===== config.mk =====
export PLATFORM = sky130hd
export DESIGN_NAME = pose_class_temporal_qualifier
export DESIGN_NICKNAME = d
export VERILOG_FILES = /design/src/design/ptq_pkg.sv /design/src/design/ptq_cfg_regs.sv /design/src/design/ptq_step.sv /design/src/design/pose_class_temporal_qualifier.sv
export SDC_FILE = /design/constraint.sdc
export NUM_CORES = 1
export LEC_CHECK = 0
export ABC_AREA = 1
export ABC_CLOCK_PERIOD_IN_PS = 5600
export BUFFER_PORTS_ARGS = -buffer_cell sky130_fd_sc_hd__buf_2
export CORE_ASPECT_RATIO = 1.75
export CORE_MARGIN = 1.5
export CORE_UTILIZATION = 30
export DETAILED_ROUTE_END_ITERATION = 8
export PLACE_DENSITY = 0.43
export REMOVE_ABC_BUFFERS = 1
export SLEW_MARGIN = 20
export SYNTH_ARGS = -nofsm -noshare
export SYNTH_HDL_FRONTEND = slang
export SYNTH_SLANG_ARGS = --single-unit

===== constraint.sdc =====
create_clock -name clk -period 5.6 [get_ports clk]
set_input_delay 1.12 -clock clk [delete_from_list [all_inputs] [get_ports clk]]
set_output_delay 1.12 -clock clk [all_outputs]
set_load 0.02 [all_outputs]

===== src/design/ptq_pkg.sv =====
// ----------------------------------------------------------------------------
// ptq_pkg
// Types, codes and helpers shared by the pose class temporal qualifier.
// ----------------------------------------------------------------------------
package ptq_pkg;

	localparam int COUNT_WIDTH = 8;
	localparam int REG_WIDTH   = 8;
	localparam int CMP_WIDTH   = (COUNT_WIDTH > REG_WIDTH) ? COUNT_WIDTH : REG_WIDTH;
	localparam int CLS_WIDTH   = 3;
	localparam int STATE_WIDTH = 2;
	localparam int OUT_CNT_WIDTH = 8;
	localparam int IDX_WIDTH   = 2;
	localparam int IN_DATA_WIDTH  = 8;
	localparam int OUT_DATA_WIDTH = 32;

	localparam logic [COUNT_WIDTH-1:0] CNT_MAX = {COUNT_WIDTH{1'b1}};

	// raw class codes
	localparam logic [CLS_WIDTH-1:0] CLS_UNKNOWN  = 3'd0;
	localparam logic [CLS_WIDTH-1:0] CLS_NORMAL   = 3'd1;
	localparam logic [CLS_WIDTH-1:0] CLS_WEAK     = 3'd2;
	localparam logic [CLS_WIDTH-1:0] CLS_MODERATE = 3'd3;
	localparam logic [CLS_WIDTH-1:0] CLS_STRONG   = 3'd4;

	// filtered state codes
	localparam logic [STATE_WIDTH-1:0] ST_NORMAL    = 2'd0;
	localparam logic [STATE_WIDTH-1:0] ST_PENDING   = 2'd1;
	localparam logic [STATE_WIDTH-1:0] ST_CONFIRMED = 2'd2;
	localparam logic [STATE_WIDTH-1:0] ST_UNKNOWN   = 2'd3;

	// register indexes
	localparam logic [IDX_WIDTH-1:0] REG_ABNORMAL_NEEDED = 2'd0;
	localparam logic [IDX_WIDTH-1:0] REG_NORMAL_NEEDED   = 2'd1;
	localparam logic [IDX_WIDTH-1:0] REG_UNKNOWN_HOLD    = 2'd2;
	localparam logic [IDX_WIDTH-1:0] REG_PENDING_GRACE   = 2'd3;

	typedef struct packed {
		logic [REG_WIDTH-1:0] abnormal_needed;
		logic [REG_WIDTH-1:0] normal_needed_to_clear;
		logic [REG_WIDTH-1:0] unknown_hold_limit;
		logic [REG_WIDTH-1:0] pending_grace;
	} cfg_t;

	typedef struct packed {
		logic                   confirmed;
		logic                   seen_normal;
		logic [COUNT_WIDTH-1:0] abn_run;
		logic [COUNT_WIDTH-1:0] norm_run;
		logic [COUNT_WIDTH-1:0] unk_run;
		logic [COUNT_WIDTH-1:0] grace_gap;
		logic [CLS_WIDTH-1:0]   peak_severity;
	} track_t;

	typedef struct packed {
		logic                     is_confirmed;
		logic [OUT_CNT_WIDTH-1:0] unknown_count;
		logic [OUT_CNT_WIDTH-1:0] normal_count;
		logic [OUT_CNT_WIDTH-1:0] abnormal_count;
		logic [CLS_WIDTH-1:0]     peak_class;
		logic [STATE_WIDTH-1:0]   filtered_state;
	} result_t;

	function automatic logic [COUNT_WIDTH-1:0] sat_inc(input logic [COUNT_WIDTH-1:0] v);
		return (v == CNT_MAX) ? CNT_MAX : v + COUNT_WIDTH'(1);
	endfunction

	// severity rank: weak..strong map to 1..3, everything else 0
	function automatic logic [1:0] rank_of(input logic [CLS_WIDTH-1:0] cls);
		logic [1:0] r;
		case (cls)
			CLS_WEAK:     r = 2'd1;
			CLS_MODERATE: r = 2'd2;
			CLS_STRONG:   r = 2'd3;
			default:      r = 2'd0;
		endcase
		return r;
	endfunction

endpackage


===== src/design/ptq_cfg_regs.sv =====
// ----------------------------------------------------------------------------
// ptq_cfg_regs
// Threshold register file, written through the plain write port.
// ----------------------------------------------------------------------------
module ptq_cfg_regs (
	input  logic                             clk,
	input  logic                             arst_n,
	input  logic                             cfg_we,
	input  logic [ptq_pkg::IDX_WIDTH-1:0]    cfg_index,
	input  logic [ptq_pkg::REG_WIDTH-1:0]    cfg_data,
	output ptq_pkg::cfg_t                    cfg
);

	ptq_pkg::cfg_t cfg_q;

	always_ff @(posedge clk or negedge arst_n) begin
		if (!arst_n) begin
			cfg_q.abnormal_needed        <= ptq_pkg::REG_WIDTH'(2);
			cfg_q.normal_needed_to_clear <= ptq_pkg::REG_WIDTH'(2);
			cfg_q.unknown_hold_limit     <= ptq_pkg::REG_WIDTH'(2);
			cfg_q.pending_grace          <= ptq_pkg::REG_WIDTH'(1);
		end else if (cfg_we) begin
			unique case (cfg_index)
				ptq_pkg::REG_ABNORMAL_NEEDED: cfg_q.abnormal_needed        <= cfg_data;
				ptq_pkg::REG_NORMAL_NEEDED:   cfg_q.normal_needed_to_clear <= cfg_data;
				ptq_pkg::REG_UNKNOWN_HOLD:    cfg_q.unknown_hold_limit     <= cfg_data;
				ptq_pkg::REG_PENDING_GRACE:   cfg_q.pending_grace          <= cfg_data;
			endcase
		end
	end

	assign cfg = cfg_q;

endmodule


===== src/design/ptq_step.sv =====
// ----------------------------------------------------------------------------
// ptq_step
// Per-frame update: next tracking state and the filtered verdict.
// ----------------------------------------------------------------------------
module ptq_step (
	input  ptq_pkg::cfg_t                    cfg,
	input  ptq_pkg::track_t                  cur,
	input  logic                             frame_valid,
	input  logic [ptq_pkg::CLS_WIDTH-1:0]    raw_class,
	output ptq_pkg::track_t                  nxt,
	output ptq_pkg::result_t                 res
);

	localparam int CW = ptq_pkg::CMP_WIDTH;

	logic                                is_norm;
	logic                                is_abn;
	logic [ptq_pkg::COUNT_WIDTH-1:0]     ns;
	logic [ptq_pkg::COUNT_WIDTH-1:0]     as;
	logic [ptq_pkg::COUNT_WIDTH-1:0]     us;
	logic [ptq_pkg::COUNT_WIDTH-1:0]     gs;
	logic                                in_hold;
	logic [ptq_pkg::STATE_WIDTH-1:0]     verdict;

	assign is_norm = frame_valid && (raw_class == ptq_pkg::CLS_NORMAL);
	assign is_abn  = frame_valid && (raw_class != ptq_pkg::CLS_UNKNOWN) && !is_norm;
	assign ns      = ptq_pkg::sat_inc(cur.norm_run);
	assign as      = ptq_pkg::sat_inc(cur.abn_run);
	assign us      = ptq_pkg::sat_inc(cur.unk_run);
	assign gs      = ptq_pkg::sat_inc(cur.grace_gap);
	assign in_hold = CW'(us) <= CW'(cfg.unknown_hold_limit);

	always_comb begin
		nxt     = cur;
		verdict = ptq_pkg::ST_UNKNOWN;
		if (is_norm) begin
			nxt.unk_run     = '0;
			nxt.norm_run    = ns;
			nxt.seen_normal = 1'b1;
			if (cur.confirmed) begin
				nxt.abn_run       = '0;
				nxt.grace_gap     = '0;
				nxt.peak_severity = ptq_pkg::CLS_UNKNOWN;
				if (CW'(ns) >= CW'(cfg.normal_needed_to_clear))
					nxt.confirmed = 1'b0;
				verdict = nxt.confirmed ? ptq_pkg::ST_CONFIRMED : ptq_pkg::ST_NORMAL;
			end else if (cur.abn_run != '0) begin
				// up to pending_grace stray normal frames inside a pending run are tolerated
				if (CW'(gs) <= CW'(cfg.pending_grace)) begin
					nxt.grace_gap = gs;
					verdict       = ptq_pkg::ST_PENDING;
				end else begin
					nxt.abn_run       = '0;
					nxt.grace_gap     = '0;
					nxt.peak_severity = ptq_pkg::CLS_UNKNOWN;
					verdict           = ptq_pkg::ST_NORMAL;
				end
			end else begin
				nxt.grace_gap     = '0;
				nxt.peak_severity = ptq_pkg::CLS_UNKNOWN;
				verdict           = ptq_pkg::ST_NORMAL;
			end
		end else if (is_abn) begin
			nxt.unk_run   = '0;
			nxt.norm_run  = '0;
			nxt.grace_gap = '0;
			nxt.abn_run   = as;
			if (ptq_pkg::rank_of(raw_class) > ptq_pkg::rank_of(cur.peak_severity))
				nxt.peak_severity = raw_class;
			if (!cur.confirmed && (CW'(as) >= CW'(cfg.abnormal_needed)))
				nxt.confirmed = 1'b1;
			verdict = nxt.confirmed ? ptq_pkg::ST_CONFIRMED : ptq_pkg::ST_PENDING;
		end else begin
			nxt.unk_run = us;
			if (cur.confirmed) begin
				verdict = ptq_pkg::ST_CONFIRMED;
			end else if ((cur.abn_run != '0) && in_hold) begin
				verdict = ptq_pkg::ST_PENDING;
			end else if (cur.seen_normal && in_hold) begin
				verdict = ptq_pkg::ST_NORMAL;
			end else begin
				// nothing to hold, or gap too long: unknown; past the hold limit, drop the episode
				if (!in_hold) begin
					nxt.abn_run       = '0;
					nxt.norm_run      = '0;
					nxt.grace_gap     = '0;
					nxt.peak_severity = ptq_pkg::CLS_UNKNOWN;
				end
				verdict = ptq_pkg::ST_UNKNOWN;
			end
		end
	end

	always_comb begin
		res.filtered_state = verdict;
		res.peak_class     = nxt.peak_severity;
		res.abnormal_count = ptq_pkg::OUT_CNT_WIDTH'(nxt.abn_run);
		res.normal_count   = ptq_pkg::OUT_CNT_WIDTH'(nxt.norm_run);
		res.unknown_count  = ptq_pkg::OUT_CNT_WIDTH'(nxt.unk_run);
		res.is_confirmed   = nxt.confirmed;
	end

endmodule


===== src/design/pose_class_temporal_qualifier.sv =====
// ----------------------------------------------------------------------------
// pose_class_temporal_qualifier
// Filters a per-frame posture class stream into a stable deviation verdict.
// ----------------------------------------------------------------------------
// Each input transfer carries one frame's class; each output transfer carries
// the filtered verdict for that frame, in order, one for one. Throughput is
// one frame per clock cycle while m_axis_tready is high; a verdict passes
// through the input register, then the result register, to the output. The
// rate is set by the tracking-state update, which is combinational: the
// streak counters, flags and peak are read and rewritten by one pass of
// compare/increment logic. The result register holds a stalled verdict, so
// a new frame is still taken into an empty input register while an earlier
// verdict waits on m_axis_tready. Thresholds are written through
// cfg_we/cfg_index/cfg_data and should only change while the pipe is empty.
// ----------------------------------------------------------------------------
module pose_class_temporal_qualifier (
	input  logic                                  clk,
	input  logic                                  arst_n,
	// configuration write port
	input  logic                                  cfg_we,
	input  logic [ptq_pkg::IDX_WIDTH-1:0]         cfg_index,
	input  logic [ptq_pkg::REG_WIDTH-1:0]         cfg_data,
	// frame input
	input  logic                                  s_axis_tvalid,
	output logic                                  s_axis_tready,
	input  logic [ptq_pkg::IN_DATA_WIDTH-1:0]     s_axis_tdata,  // [2:0] raw_class
	input  logic                                  s_axis_tuser,  // [0] frame_valid
	// verdict output
	output logic                                  m_axis_tvalid,
	input  logic                                  m_axis_tready,
	// [1:0] filtered_state, [4:2] peak_class, [12:5] abnormal_count,
	// [20:13] normal_count, [28:21] unknown_count, [29] is_confirmed
	output logic [ptq_pkg::OUT_DATA_WIDTH-1:0]    m_axis_tdata
);

	ptq_pkg::cfg_t     cfg;
	ptq_pkg::track_t   track_q;
	ptq_pkg::track_t   track_nxt;
	ptq_pkg::result_t  res;

	// input register
	logic                           valid_s1;
	logic                           frame_valid_s1;
	logic [ptq_pkg::CLS_WIDTH-1:0]  raw_class_s1;

	// result register
	logic                           valid_s2;
	ptq_pkg::result_t               res_s2;

	logic advance;

	ptq_cfg_regs u_cfg (
		.clk       (clk),
		.arst_n    (arst_n),
		.cfg_we    (cfg_we),
		.cfg_index (cfg_index),
		.cfg_data  (cfg_data),
		.cfg       (cfg)
	);

	ptq_step u_step (
		.cfg         (cfg),
		.cur         (track_q),
		.frame_valid (frame_valid_s1),
		.raw_class   (raw_class_s1),
		.nxt         (track_nxt),
		.res         (res)
	);

	// stage 1 moves into the result register when that register is free or draining
	assign advance       = !valid_s2 || m_axis_tready;
	assign s_axis_tready = !valid_s1 || advance;

	always_ff @(posedge clk or negedge arst_n) begin
		if (!arst_n) begin
			valid_s1 <= 1'b0;
		end else if (s_axis_tready) begin
			valid_s1 <= s_axis_tvalid;
		end
	end

	always_ff @(posedge clk) begin
		if (s_axis_tready && s_axis_tvalid) begin
			frame_valid_s1 <= s_axis_tuser;
			raw_class_s1   <= s_axis_tdata[ptq_pkg::CLS_WIDTH-1:0];
		end
	end

	// tracking state commits only when the frame's verdict is registered
	always_ff @(posedge clk or negedge arst_n) begin
		if (!arst_n) begin
			track_q <= '0;
		end else if (valid_s1 && advance) begin
			track_q <= track_nxt;
		end
	end

	always_ff @(posedge clk or negedge arst_n) begin
		if (!arst_n) begin
			valid_s2 <= 1'b0;
		end else if (advance) begin
			valid_s2 <= valid_s1;
		end
	end

	always_ff @(posedge clk) begin
		if (valid_s1 && advance) begin
			res_s2 <= res;
		end
	end

	assign m_axis_tvalid = valid_s2;
	assign m_axis_tdata  = ptq_pkg::OUT_DATA_WIDTH'(res_s2);

endmodule


# ---- Word level (Yosys, flattened, before mapping)
# Cells that the tools add are included.
# Widths: inputs -> output; s select.
dict set report word_totals {
  ff_bits 105
  inputBits 24
  out_inout_bits 34
  word_cells 118
}
dict set report op_classes {
  addsub 4
  n_lt_le_gt_ge 5
  n_eq_ne 18
  n_mux 47
  n_reduce_logical 23
}
# op count
set ops {}
lappend ops {{$mux 35} 2}
lappend ops {{$mux 11} 6}
lappend ops {{$mux 16} 4}
lappend ops {{$mux 8} 8}
lappend ops {{$add 8x1->8 const B} 4}
lappend ops {{$eq 8x8->1 const B} 4}
lappend ops {{$mux 2} 12}
lappend ops {{$ge 8x8->1} 2}
lappend ops {{$le 8x8->1} 2}
lappend ops {{$eq 3x2->1 const B} 4}
lappend ops {{$ne 3x1->1 const B} 4}
lappend ops {{$pmux 2 s3} 2}
lappend ops {{$mux 1} 11}
lappend ops {{$reduce_and 2->1} 5}
lappend ops {{$logic_and 1x1->1} 8}
lappend ops {{$reduce_bool 8->1} 1}
lappend ops {{$eq 3x3->1 const B} 2}
lappend ops {{$mux 3} 2}
lappend ops {{$reduce_and 5->1} 1}
lappend ops {{$eq 2x2->1 const B} 2}
lappend ops {{$logic_not 1->1} 4}
lappend ops {{$eq 3x1->1 const B} 1}
lappend ops {{$reduce_bool 3->1} 1}
lappend ops {{$eq 2x1->1 const B} 1}
lappend ops {{other kinds (3)} 4}

# ---- Longest topological paths before layout
# Gate-level depths: netlist (run 1).
dict set report depth {
  depth_word 10
  depth_mapped 24
  depth_no_buf 23
}

# ---- Cells and area by module
# A second synthesis (run 1) with hierarchy kept.
dict set report unflattened {
  hier_cells 822
  hier_area_um2 6578.8
}
# mod n_inst cells_each area_each_um2 seq_area_each_um2
set by_module_without_submodules {}
lappend by_module_without_submodules {pose_class_temporal_qualifier 1 208 2610.0 1996.9}
lappend by_module_without_submodules {ptq_step 1 471 2527.4 0.0}
lappend by_module_without_submodules {ptq_cfg_regs 1 143 1441.4 805.8}

# ---- Worst setup path before layout (run 1)
# Ideal clock, no wire load.
dict set report synth_path {
  path_kind {in2reg}
  startpoint {input m_axis_tready}
  endpoint {register res_s2 (netlist bit m_axis_tdata[0]) (enable)}
  setup_time_ns 0.376
  arrival_time_ns 2.213
  required_ns 5.224
  setup_slack_ns 3.011
  stages 6
  cell_sequence {inv_1 -> nand2_1 -> nand2_1 -> inv_1 -> clkbuf_1 -> buf_2}
}
dict set report synth_via {
  elab_chain_cells 2
}
# element line
set synth_lines {}
lappend synth_lines {{start, declared} pose_class_temporal_qualifier.sv:30} ;# input logic m_axis_tready,
lappend synth_lines {{$logic_or 1x1->1} pose_class_temporal_qualifier.sv:71} ;# assign advance = !valid_s2 || m_axis_tready;
lappend synth_lines {{$logic_and 1x1->1} pose_class_temporal_qualifier.sv:107} ;# if (valid_s1 && advance) begin
lappend synth_lines {{end signal, assigned} pose_class_temporal_qualifier.sv:108} ;# res_s2 <= res;
lappend synth_lines {{end, declared} pose_class_temporal_qualifier.sv:48} ;# ptq_pkg::result_t res_s2;
# Every way passes these cells.
# A chain may end at the register's enable or synchronous reset.

# ---- Worst setup path in the final report (run 1)
dict set report layout_path {
  startpoint {register track_q[12] (netlist name)}
  endpoint {register track_q[8] (netlist name)}
}
dict set report layout_via {
  elab_chain_cells 6
  elab_cells_between_ends 10
  cone_classes {add/sub: 1; order compare: 1; eq/ne: 4; mux: 1; reduce/logical: 3}
}
# element line
set layout_lines {}
lappend layout_lines {{start, declared} pose_class_temporal_qualifier.sv:37} ;# ptq_pkg::track_t track_q;
lappend layout_lines {{start signal, assigned} pose_class_temporal_qualifier.sv:94} ;# track_q <= track_nxt;
lappend layout_lines {{$add 8x1->8 / $eq 8x8->1 (equally long branches)} ptq_pkg.sv:65} ;# return (v == CNT_MAX) ? CNT_MAX : v + COUNT_WIDTH'(1);
lappend layout_lines {{$mux 8 (*)} ptq_pkg.sv:65}
lappend layout_lines {{$le 8x8->1 (*)} ptq_step.sv:31} ;# assign in_hold = CW'(us) <= CW'(cfg.unknown_hold_limit);
lappend layout_lines {{$logic_and 1x1->1, on equally long branches} {ptq_step.sv:77, ptq_step.sv:79}}
lappend layout_lines {{$ne 3x1->1 (no source line)} n/a}
lappend layout_lines {{$reduce_and 5->1 (no source line) (*)} n/a}
# Mark *: on every way between the ends. The rest lies on a longest branch, timed or not.

==> key figures, run 1 <==
Floorplan
  • Placeable Area: 19000 um^2
  • Die Y: 187 um
  • Rows: 67
  • I/O pin total: 58
  • Chip Width: 108 um
  • Full die area: 20200 um^2
  • Initial Util: 0.304

Logic synthesis
  • Compound-gate portion of the synthesized area: 0.105
  • Syn Area/Cell: 8.15 um^2
  • Yosys reg bits: 105
  • Mapped Area: 5790 um^2
  • Seq/Total Area, Yosys: 0.484
  • Warnings, synthesis: 0
  • Synth Area in Adders: 0.0843
  • Netlist cell types: 38
  • Dominant combinational cell family by area after synthesis: simple AND/OR/NAND/NOR gates
  • Mux share of post-synthesis cell area: 0
  • Cells after synthesis: 710
  • Post-synthesis simple-gate area fraction: 0.233
  • XOR/XNOR share of the synthesized area: 0.00757

Routing
  • DRC viols: 0
  • Drt pass-1 iters: 4
  • Vias: 4640
  • Antenna-violating nets left: 0
  • Vias/cell: 4.61
  • DR WL/cell: 13.9 um
  • Total Routed Length: 14000 um
  • Iter 0 DRT Violations: 128

Critical path
  • Critical Path Sink Type: flip-flop
  • R2r setup slk: 2350 ps
  • Worst-path maximum fanout: 13
  • Highest-delay cell along the critical path: dfrtp_1
  • Reg2reg start: track_q[12]$_DFFE_PN0P_
  • Worst-path cell chain: ha_1 -> nand2_1 -> nor2_1 -> nand3_1 -> nor2_1 -> nand2_1 -> o21ai_1 -> ha_1 -> a21oi_1 -> nor2_1 -> nor2_1 -> nand2_1 -> nand3_2 -> nand2_4 -> nand2_2 -> inv_2 -> nand3_1 -> o21ai_1
  • Worst reg2reg path endpoint: track_q[8]$_DFFE_PN0P_
  • Most used cell, CP: nor2_1
  • Critical setup path kind: reg -> reg
  • Worst EP required: 5840 ps
  • R2R cell count: 18
  • Crit. Startpoint: track_q[12]$_DFFE_PN0P_
  • Max incr delay on CP: 380 ps
  • Critical path launch point type: flip-flop
  • Worst Path Arrival: 3490 ps

Worst hold path
  • Worst Hold End: u_cfg.cfg[12]$_DFFE_PN0P_
  • Min-Delay Path Class: reg -> reg
  • Worst Hold Launch: u_cfg.cfg[12]$_DFFE_PN0P_
  • Hold depth: 2

STA
  • Tmin final: 3250 ps
  • Final period util: 0.581
  • Slew @ Worst Pin: 719 ps
  • Worst slew margin: 0.521
  • Setup Total Neg Slack: 0 ps
  • RSZ-0062 raised after global routing: false
  • Final setup fails: 0
  • Fmax: 0.307 GHz
  • Final Hold Viols: 0
  • Final Max Tran Viols: 0
  • Worst Skew: 11.5 ps

Final layout
  • Nets@finish: 823
  • Final Instance Count excl. Fillers: 1006
  • ANT cells: 0
  • Cell area after layout: 6580 um^2
  • Proportion of layout cells with a drive suffix above 1: 0.125
  • Area grow syn2layout: 13.7%
  • Final Core Density: 0.346

Placed design
  • Inst Count DP: 990
  • Post-DP HPWL: 10800 um
  • Port bufs: 50
  • Cell Area, Placed: 6290 um^2
  • Final GP Congestion: 0.810

Power
  • PD cells: 354 nW/um^2
  • Peak supply drop: 148 uV
  • Final Total Pwr: 2.33 mW
  • LEAKAGE: 3.33 nW

Status
  • Status: complete, no violations

Global routing
  • Vias in the first global route: 4803
  • Overall routing resource usage: 0.151
  • Gr ovfl total: 0
  • Global-route wire length before repair: 23600 um
  • Initial antenna violation count: 0
  • Largest net degree at the start of global routing: 42

Clock tree
  • TritonCTS clock tree: yes
  • Clock latency on the worst-skew pair: 360 ps
  • Post_cts resized: 0
  • H-tree levels: 3
  • Post-CTS Setup Repair Bufs: 0
  • Sink Count: 105
  • Hold buffer count at cts: 0
  • CTS Buf Count: 9
  • CTS Root Buffer Type: clkbuf_16
  • Clock buffer depth: 2
  • Clk slew on worst S/H paths: 80 ps

Run
  • Maxcap violations: 0
through the flow:
stage / setup WS, ps / hold WS (ps)
after global placement: 2290 / 470
after global routing: 1900 / 503
after floorplan: 2170 / 453
final: 2350 / 490
after CTS: 2260 / 496
after detailed placement: 2260 / 476
flip-flops by register name (all words and copies together) (netlist names):
| name | count |
|---|---|
| u_cfg.cfg | 32 |
| track_q | 37 |
| raw_class_s1 | 3 |
| valid_s1 | 1 |
| m_axis_tvalid | 1 |
| m_axis_tdata | 30 |
| frame_valid_s1 | 1 |
how the worst max path moves through the flow:
| stage | slack [ps] | cells after the start | endpoint |
|---|---|---|---|
| after CTS | 2260 | 18 | track_q[8]$_DFFE_PN0P_ |
| after global routing | 1900 | 18 | track_q[8]$_DFFE_PN0P_ |
| after detailed placement | 2260 | 18 | track_q[8]$_DFFE_PN0P_ |
| after global placement | 2290 | 18 | track_q[8]$_DFFE_PN0P_ |
| after floorplan | 2170 | 7 | track_q[20]$_DFFE_PN0P_ |
| final | 2350 | 18 | track_q[8]$_DFFE_PN0P_ |
logic make-up after synthesis:
logic type | Yosys count
AO/OA/AOI/OAI | 116
XOR/XNOR | 5
other | 1
flip-flops | 105
AND/OR/NAND/NOR | 321
adder cells (fa/ha/maj) | 39
buffers and inverters | 123
critical path, delay by kind of cell, from the launching register on:
| family | cells | cell delay (ps) |
|---|---|---|
| AO/OA/AOI/OAI | 3 | 400 |
| adder cells (fa/ha/maj) | 2 | 480 |
| buffers and inverters | 1 | 190 |
| AND/OR/NAND/NOR | 12 | 1680 |
| flip-flops | 1 | 380 |
layout by cell type, fill, tap and decap left out, types with 3 or more instances in the layout:
cell type and count:
or2_2 3, o21ai_1 9, inv_8 3, a21oi_1 25
nand3_1 25, xor2_1 3, clkbuf_16 9, buf_4 4
nand2_1 214, ha_1 39, nor2_1 48, o21a_1 4
nand2_2 7, nor3_1 6, o22ai_1 7, inv_1 103
dfstp_2 4, dfrtp_1 67, nand4_1 8, buf_2 50
edfxtp_1 34, o21ai_0 66
cell usage after synthesis:
cell type / instances / area (um^2)
nand3_1: 25 / 125
buf_2: 4 / 20.0
nand4_1: 8 / 50.1
nor2_1: 48 / 180
nor3_2: 1 / 10.0
nor2_4: 1 / 11.3
nor4_1: 1 / 6.26
or2_2: 3 / 18.8
o21bai_1: 2 / 15.0
o21ai_0: 66 / 330
o21a_1: 4 / 30.0
o22ai_1: 7 / 43.8
inv_2: 1 / 3.75
clkbuf_1: 8 / 30.0
buf_4: 2 / 15.0
nand2_1: 214 / 803
edfxtp_1: 34 / 1020
nor2_2: 2 / 12.5
nand2_2: 7 / 43.8
a21o_1: 1 / 7.51
buf_6: 2 / 22.5
and2_1: 1 / 6.26
a21oi_1: 25 / 125
dfrtp_1: 67 / 1680
ha_1: 39 / 488
dfstp_2: 4 / 105
xor2_1: 3 / 26.3
nand3_2: 1 / 10.0
nand3_4: 1 / 17.5
a211oi_1: 1 / 7.51
a31oi_1: 1 / 6.26
o21ai_1: 9 / 45.0
conb_1: 1 / 3.75
xnor2_1: 2 / 17.5
nand2_4: 2 / 22.5
clkinv_2: 2 / 10.0
inv_1: 104 / 390
nor3_1: 6 / 30.0
report_power, final:
group / total (mW) / leakage (nW) / internal, mW / switching (mW)
Sequential: 1.02 / 1.26 / 0.938 / 0.0841
Combinational: 0.679 / 1.93 / 0.231 / 0.448
Clock: 0.629 / 0.146 / 0.316 / 0.313
Total: 2.33 / 3.33 / 1.49 / 0.846
layer usage:
metal,up-vias,track usage,part of all wire
li1,2384,-,-
met2,48,0.291,0.57
met1,2191,0.161,0.39
met3,17,0.0171,0.018
met4,0,0.0607,0.019
met5,-,0,0
final cells by class:
cell class / count / area, um^2
fill: 2003 / 12400
sequential: 105 / 2800
multi-input combinational: 483 / 2500
inverter: 107 / 404
tap: 241 / 302
timing repair buffer: 54 / 280
clock buffer: 9 / 225
clock inverter: 7 / 68.8
No activity file was read; power rests on OpenSTA's default activity.
==> inputs of run 2 (changes only) <==
--- a/config.mk
+++ b/config.mk
@@ -6,7 +6,7 @@
 export NUM_CORES = 1
 export LEC_CHECK = 0
 export ABC_AREA = 1
-export ABC_CLOCK_PERIOD_IN_PS = 5600
+export ABC_CLOCK_PERIOD_IN_PS = 3190
 export BUFFER_PORTS_ARGS = -buffer_cell sky130_fd_sc_hd__buf_2
 export CORE_ASPECT_RATIO = 1.75
 export CORE_MARGIN = 1.5
==> constraint.sdc (replaced) <==
create_clock -name clk -period 3.19 [get_ports clk]
set_input_delay 0.638 -clock clk [delete_from_list [all_inputs] [get_ports clk]]
set_output_delay 0.638 -clock clk [all_outputs]
set_load 0.02 [all_outputs]
==> key figures, run 2 (same netlist as run 1, synthesis figures left out) <==
Status
  • Status: complete, no violations

Final layout
  • Largest Register: track_q
  • Proportion of layout cells with a drive suffix above 1: 0.134 (+0.00845)
  • Cell area after layout: 6650 um^2 (+1.0%)
  • Most common cell after layout, fill and taps aside: nand2_1
  • Max reg flops: 37 (unchanged)
  • Number of fill cells: 1995 (-0.40%)
  • Area grow syn2layout: 14.9%
  • Final Core Density: 0.349 (+0.00355)
  • Most frequent cells in the layout: nand2_1, inv_1, dfrtp_1
  • ANT cells: 0 (unchanged)
  • Nets@finish: 827 (+0.49%)

Routing
  • Vias/cell: 4.61 (-0.14%)
  • Antenna-violating nets left: 0 (unchanged)
  • Vias: 4652 (+0.26%)
  • DR WL/cell: 13.8 um (-0.82%)
  • Iter 0 DRT Violations: 133 (+3.9%)
  • Total Routed Length: 14000 um (-0.42%)
  • DRC viols: 0 (unchanged)
  • Drt pass-1 iters: 4 (unchanged)

Run
  • Maxcap violations: 0 (unchanged)

Clock tree
  • Clock buffer depth: 2 (unchanged)
  • TritonCTS clock tree: yes
  • Sink Count: 105 (unchanged)
  • Hold buffer count at cts: 0 (unchanged)
  • Clock latency on the worst-skew pair: 360 ps (about the same)
  • CTS Root Buffer Type: clkbuf_16
  • Clk slew on worst S/H paths: 70 ps (about the same)
  • CTS Buf Count: 9 (unchanged)
  • H-tree levels: 3 (unchanged)

Placed design
  • Final GP Congestion: 0.774 (-4.5%)
  • Cell Area, Placed: 6320 um^2 (+0.56%)
  • Place WS: 139 ps (-2130 ps)
  • Post-DP HPWL: 10600 um (-1.7%)
  • Port bufs: 50 (unchanged)

Critical path
  • Worst Path Arrival: 3250 ps (-240 ps)
  • Critical path launch point type: flip-flop
  • Worst-path maximum fanout: 11 (-2)
  • Critical setup path kind: reg -> reg
  • Critical Path Sink Type: flip-flop
  • Worst EP required: 3480 ps (-2360 ps)

STA
  • Worst slew margin: 0.639 (+0.118)
  • Final Hold Viols: 0 (unchanged)
  • Final period util: 0.926 (+0.345)
  • Tmin final: 2950 ps (-298 ps)
  • Slew @ Worst Pin: 540 ps (-179 ps)
  • Worst Skew: 10.2 ps (-1.28 ps)
  • Final setup fails: 0 (unchanged)
  • RSZ-0062 raised after global routing: true
  • Worst Slack Setup Final: 235 ps (-2110 ps)
  • Final Max Tran Viols: 0 (unchanged)
  • Hold_ws: 285 ps (-205 ps)
  • Fmax: 0.338 GHz (+10%)

Global routing
  • Initial antenna violation count: 0 (unchanged)
  • Vias in the first global route: 4721 (-1.7%)
  • Largest net degree at the start of global routing: 72 (+71%)
  • Gr ovfl total: 0 (unchanged)
  • Overall routing resource usage: 0.150 (-0.00126)
  • Global-route wire length before repair: 23200 um (-1.6%)

Floorplan
  • Full die area: 20200 um^2 (unchanged)
  • Placeable Area: 19000 um^2 (unchanged)
  • I/O pin total: 58 (unchanged)
  • Die Y: 187 um (unchanged)
  • Rows: 67 (unchanged)
  • Initial Util: 0.304 (unchanged)
  • Chip Width: 108 um (unchanged)

Worst hold path
  • Min-Delay Path Class: in -> async

Power
  • PD cells: 620 nW/um^2 (+75%)
  • Peak supply drop: 257 uV (+74%)
  • LEAKAGE: 3.36 nW (+0.79%)
## run 2: where the power goes
part / switching [mW] / internal, mW
Combinational: 0.796 / 0.417
Sequential: 0.149 / 1.65
Clock: 0.505 / 0.604
Total: 1.45 / 2.67
## run 2: final cells by class
class / instances / area (um^2) / area share
flip-flops and latches: 105 / 2800 / 0.422
repair buffers: 58 / 323 / 0.0486
clock inverters: 4 / 30.0 / 0.00452
clock buffers: 12 / 268 / 0.0403
inverters: 107 / 408 / 0.0614
multi-input cells: 483 / 2510 / 0.378
well taps: 241 / 302 / 0.0454
## run 2: through the flow
stage          setup TNS [ps]  instances  power [mW]
2_1_floorplan               0        695        2.64
3_3_place_gp                0        993        3.02
3_5_place_dp                0        993        3.05
4_1_cts                     0       1009        4.19
5_1_grt                 -40.5       1010        4.43
6_report                    0       1010        4.12
## run 2: metal layers
metal	share of wire	GRT usage	wire, um
met1	0.40	0.160	5530
met2	0.56	0.286	7880
met3	0.021	0.0227	296
met4	0.018	0.0572	250
met5	0	0	0
## run 2: worst paths after layout
kind	from	end	slack, ps	cells past startpoint
max in group asynchronous	arst_n	u_cfg.cfg[17]$_DFFE_PN1P_	2540	2
worst min register to register	u_cfg.cfg[12]$_DFFE_PN0P_	u_cfg.cfg[12]$_DFFE_PN0P_	490	2
worst max register to register	track_q[3]$_DFFE_PN0P_	track_q[0]$_DFFE_PN0P_	240	20
worst max-delay path	track_q[3]$_DFFE_PN0P_	track_q[0]$_DFFE_PN0P_	240	20
min in group clk	s_axis_tdata[1]	raw_class_s1[1]$_DFFE_PP_	460	1
worst min-delay path	arst_n	track_q[3]$_DFFE_PN0P_	280	2
## run 2: critical path, stage by stage (launching register included)
cell	delay (ps)
dfrtp_1	400
ha_1	190
nand2_1	80
nor2_1	100
inv_1	60
nor2_1	160
nand2_1	110
nor2_1	160
inv_1	130
o21ai_0	140
ha_1	300
a21oi_1	160
o21a_1	120
nand2_1	130
nand2_2	120
nand2_2	90
inv_4	160
nand2_1	70
nand2_1	90
nand2_1	50
nand2_1	70
## run 2: what timing repair did
item | CTS | global route
gates resized for setup | 0 | 8
endpoints found under the hold margin | 0 | 0
endpoints found under the setup margin | 0 | 44
setup buffers | 0 | 1
